==> config.mk <==
export PLATFORM = sky130hd
export DESIGN_NAME = sca_ram
export DESIGN_NICKNAME = d
export VERILOG_FILES = /design/src/rtl/sca_pkg.sv /design/src/rtl/sca_ram.sv
export SDC_FILE = /design/constraint.sdc
export NUM_CORES = 1
export LEC_CHECK = 0
export BUFFER_PORTS_ARGS = -buffer_cell sky130_fd_sc_hd__buf_4
export CORE_MARGIN = 1
export CORE_UTILIZATION = 55
export CTS_BUF_LIST = sky130_fd_sc_hd__clkbuf_4 sky130_fd_sc_hd__clkbuf_8
export CTS_CLUSTER_SIZE = 8
export DETAILED_ROUTE_END_ITERATION = 8
export HOLD_SLACK_MARGIN = 0.06
export PLACE_DENSITY = 0.73
export SLEW_MARGIN = 15
export SYNTH_ARGS = -nofsm -noshare
export SYNTH_HDL_FRONTEND = slang
export SYNTH_SLANG_ARGS = --single-unit
==> constraint.sdc <==
create_clock -name i_clk -period 2 [get_ports i_clk]
set_input_delay 0.3 -clock i_clk [delete_from_list [all_inputs] [get_ports i_clk]]
set_output_delay 0.3 -clock i_clk [all_outputs]
set_load 0.005 [all_outputs]
==> src/rtl/sca_pkg.sv <==
// Shared types, codes and default sizes for the size-class block allocator.
`default_nettype none
package sca_pkg;
    localparam int GRANULE_BYTES_DEF = 64;
    localparam int MAX_GRANULES_DEF  = 4096;
    localparam int NUM_CLASSES_DEF   = 13;

    localparam int ADDR_W    = 48;
    localparam int SIZE_W    = 32;
    localparam int GCOUNT_W  = 13;
    localparam int STATUS_W  = 3;
    localparam int CLS_OUT_W = 4;
    localparam int CFG_IDX_W = 1;

    localparam logic CMD_ALLOC = 1'b0;
    localparam logic CMD_FREE  = 1'b1;

    localparam logic [CFG_IDX_W-1:0] REG_SLICE_BASE = 1'b0;
    localparam logic [CFG_IDX_W-1:0] REG_GRANULES   = 1'b1;

    typedef enum logic [STATUS_W-1:0] {
        STS_OK         = 3'd0,
        STS_TOO_LARGE  = 3'd1,
        STS_EXHAUSTED  = 3'd2,
        STS_BAD_ADDR   = 3'd3,
        STS_NOT_START  = 3'd4,
        STS_DOUBLE     = 3'd5
    } t_status;

    typedef enum logic [1:0] {
        GS_NONE = 2'd0,
        GS_LIVE = 2'd1,
        GS_FREE = 2'd2
    } t_gstate;

    typedef struct packed {
        logic              cmd;
        logic [SIZE_W-1:0] size_bytes;
        logic [ADDR_W-1:0] address;
    } t_req;

    typedef struct packed {
        logic [STATUS_W-1:0]  status;
        logic [ADDR_W-1:0]    block_address;
        logic [CLS_OUT_W-1:0] block_class;
    } t_rsp;
endpackage
`default_nettype wire

==> src/rtl/sca_ram.sv <==
// Generic single-write, single-read RAM with a registered read port.
`default_nettype none
module sca_ram import sca_pkg::*; #(
    parameter int WIDTH = 8,
    parameter int DEPTH = 16
) (
    input  wire logic                     i_clk,
    input  wire logic                     i_we,
    input  wire logic [$clog2(DEPTH)-1:0] i_waddr,
    input  wire logic [WIDTH-1:0]         i_wdata,
    input  wire logic [$clog2(DEPTH)-1:0] i_raddr,
    output logic      [WIDTH-1:0]         o_rdata
);
    logic [WIDTH-1:0] r_mem [DEPTH];

    always_ff @(posedge i_clk) begin
        if (i_we) begin
            r_mem[i_waddr] <= i_wdata;
        end
        o_rdata <= r_mem[i_raddr];
    end
endmodule
`default_nettype wire

# ---- Word level (Yosys, flattened, before mapping)
# Memories as Yosys holds them, arrays and structs flattened. A register that Yosys moved wholly into a read port is not among the register bits.
# Index checks and enable logic that the tools add are counted.
dict set report word_totals {
  ramBits 128
  memories 1
  reg_bits 0
}
# memory depth width read_ports rd_ports_with_merged_regs write_ports line_no
set mem_list {}
lappend mem_list {r_mem 16 8 1 1 1 sca_ram.sv:14} ;# logic [WIDTH-1:0] r_mem [DEPTH];
dict set report classes {
  muxes 2
}
# operator count
set op_table {}
lappend op_table {{two-way mux 1 bit} 2}

# ---- Logic depth before layout (Yosys ltp)
dict set report logic_depth {
  depth_word 2
  depth_mapped 5
}

# ---- Worst setup path after synthesis
# Ideal clock, no wire load.
dict set report synth_timing {
  kind {input -> register}
  from {input i_waddr[2]}
  to {memory r_mem[0][0] (enable)}
  setup_time_ns 0.383
  slack_ns 0.207
  arrival_ns 1.410
  path_stages 2
  n_path_buf 0
  path_cell_list {or3b_2 nor3_1}
}
# element line_no
set synth_rtl {}
lappend synth_rtl {{start, declared} sca_ram.sv:9} ;# input wire logic [$clog2(DEPTH)-1:0] i_waddr,
lappend synth_rtl {{end, declared} sca_ram.sv:14}
# No word-level cell before the write port.

==> metrics.txt <==
vias per cell=5.99; RSZ-0062 raised after global routing=false; vias post-DR=2418; CP Depth=3; Post-synth EDFFs=128; Final #Nets=301; most frequent cell after synthesis=edfxtp_1; Leakage=0.00201 µW; kind of cell adding the most delay to the critical path=multiplexers; PostCTS Resize Cnt=0; clock sinks=136; CP bufs+invs=0; Finished Cell Area=5920 µm²; clk root buf=clkbuf_8; Iteration-0 DRC Markers=217; CTS H-tree lvls=4; WP data arrival=1.63 ns; Clock Skew=0.00752 ns; filler cell count=563; Slew Limit Headroom=69.7%; Final GP Congestion=0.677; Post-Route WL=9240 µm; clock transition at the registers of the reported paths=0.07 ns; CTS tree=yes; worst r2r dst=o_rdata[3]; GRT Total Usage=21.0%; Post-CTS Setup Bufs=0; status=completed; drt first pass iters=4; R2R setup slack=0.67 ns; Hold Crit Class=in -> reg; Reg area=4000 µm²; Tightest Pin Transition=0.455 ns; Crit. End Element=flop; top cell type's share of synthesized area=74.7%; largest net degree at the start of global routing=33; wire per inst=22.9 µm; Synth Flop Type=edfxtp_1; fmax=753 MHz; hold path depth=1; Hold EP=r_mem[12][2]; CP max-delay cell=mux4_1; vias in the first global route=2488; yosys synthesis warning count=0; Placeable Area=8890 µm²; Routed Antenna Nets=0; placed cell areas=5550 µm²; HP Start=i_wdata[2]; Clk Latency, worst-skew pair=0.42 ns; final worst path period share=66.4%; final hold viol count=0; number of CTS-inserted buffers=17; Hold Buf Count CTS=0; Post-route DRC=0; height of the die=98.7 µm; # setup viols final=0; Power Dens Cells=940 nW/µm²; Yosys cell types=19; CP cell instances=mux4_1, a22oi_1, nand2_1; share of layout cells above drive strength 1=32.1%; grt ovf=0; startpoint type of the worst setup path=flop; worst r2r src=r_mem[1][3]; first-pass GRT wire length=14200 µm; Final Max Slew Viols=0; CP peak stage delay=0.52 ns; syn_nets=247; Synth area leaders=edfxtp_1 75%, mux4_2 7.9%, mux4_1 7.1%, dfxtp_1 3.1%, a22oi_1 2.3%; critical path class=reg -> reg; die area=9750 µm²; Max Cap Viol=0; area of the multi-input gates=1060 µm²; Initial Util=57.9%; die width=98.7 µm; asr flop ratio synth=0%; CP required=2.30 ns; Final TNS setup=0 ns; Layout area overhead=15.1%; area leader, netlist=edfxtp_1; Seq cells post-synth=136; Mapped Area=5150 µm²; critical path peak fanout=1; ant diodes=0; r2r worst-path depth=3; Syn Inst Count=229; average size of a mapped cell=22.5 µm²; initial antenna violation count=0; Max IR drop VDD=0.000468 V; Final min period=1.33 ns; IO Port Bufs=25; Final HPWL DP=5830 µm; num rows=34; CTS max path bufs=2; # IOs=26; Seq/Total Area, Yosys=77.8%; synth cell count leaders=128 x edfxtp_1, 18 x mux4_2, 16 x a22oi_1
==> cells by family after synthesis <==
kind of cell | after synthesis | share of synthesized area (%)
AOI/OAI and AO/OA | 16 | 2.33
and+or+nand+nor | 35 | 3.18
muxes | 32 | 15.0
DFF | 136 | 77.8
buffers and inverters | 10 | 1.68
==> routing by layer <==
layer	wire length [µm]	global-route usage [%]
met1	4220	29.7
met2	4360	31.7
met3	497	5.60
met4	165	8.61
met5	0	0
==> power breakdown <==
part / internal [µW] / switching (µW)
clock: 1070 / 992
combinational: 146 / 162
sequential: 3180 / 17.3
==> state kept, by name, indices dropped and copies added, names as in the netlist <==
register / count
r_mem: 128
o_rdata: 8
==> final cells by class <==
| cell class | instances | area share (%) |
|---|---|---|
| multi-input combinational | 83 | 17.8 |
| clock buffer | 20 | 4.65 |
| tap | 108 | 2.28 |
| sequential | 136 | 67.6 |
| clock inverter | 12 | 1.71 |
| timing repair buffer | 45 | 5.91 |
==> how the worst max path moves through the flow <==
| stage | from | endpoint |
|---|---|---|
| final | r_mem[1][3] | o_rdata[3] |
| after global routing | r_mem[5][0] | o_rdata[0] |
| after CTS | r_mem[1][3] | o_rdata[3] |
| after detailed placement | i_raddr[0] | o_rdata[0] |
| after global placement | i_raddr[0] | o_rdata[0] |
| after floorplan | i_waddr[2] | r_mem[0][0] |
==> layout by cell type (no fill, tap or decap), types with 2 or more instances in the layout <==
cell	synthesis	final
a22oi_1	16	16
buf_4	1	44
clkbuf_8	0	20
clkinv_2	0	4
clkinv_4	0	2
clkinvlp_4	0	4
dfxtp_1	8	8
edfxtp_1	128	128
mux4_1	14	14
mux4_2	18	18
nand2_1	9	9
nand2b_1	2	2
nand3b_1	2	2
nor2_1	13	13
nor3_1	4	4
==> metrics by stage <==
| stage | utilization [%] | hold slack [ns] | setup slack (ns) | cells | power [µW] |
|---|---|---|---|---|---|
| 2_1_floorplan | - | 0.399 | 0.207 | 229 | 3420 |
| 3_3_place_gp | 62.4 | 0.595 | 0.268 | 372 | 3560 |
| 3_5_place_dp | 62.4 | 0.610 | 0.270 | 372 | 3580 |
| 4_1_cts | 66.6 | 0.153 | 0.660 | 404 | 5620 |
| 5_1_grt | 66.6 | 0.176 | 0.559 | 404 | 5750 |
| 6_report | 66.6 | 0.179 | 0.672 | 404 | 5570 |
==> worst register-to-register path, cell delays in order (launching register included) <==
cell and delay, ns:
edfxtp_1 0.37, mux4_1 0.52, a22oi_1 0.25, nand2_1 0.08
Power figures use the tool's default switching activity.
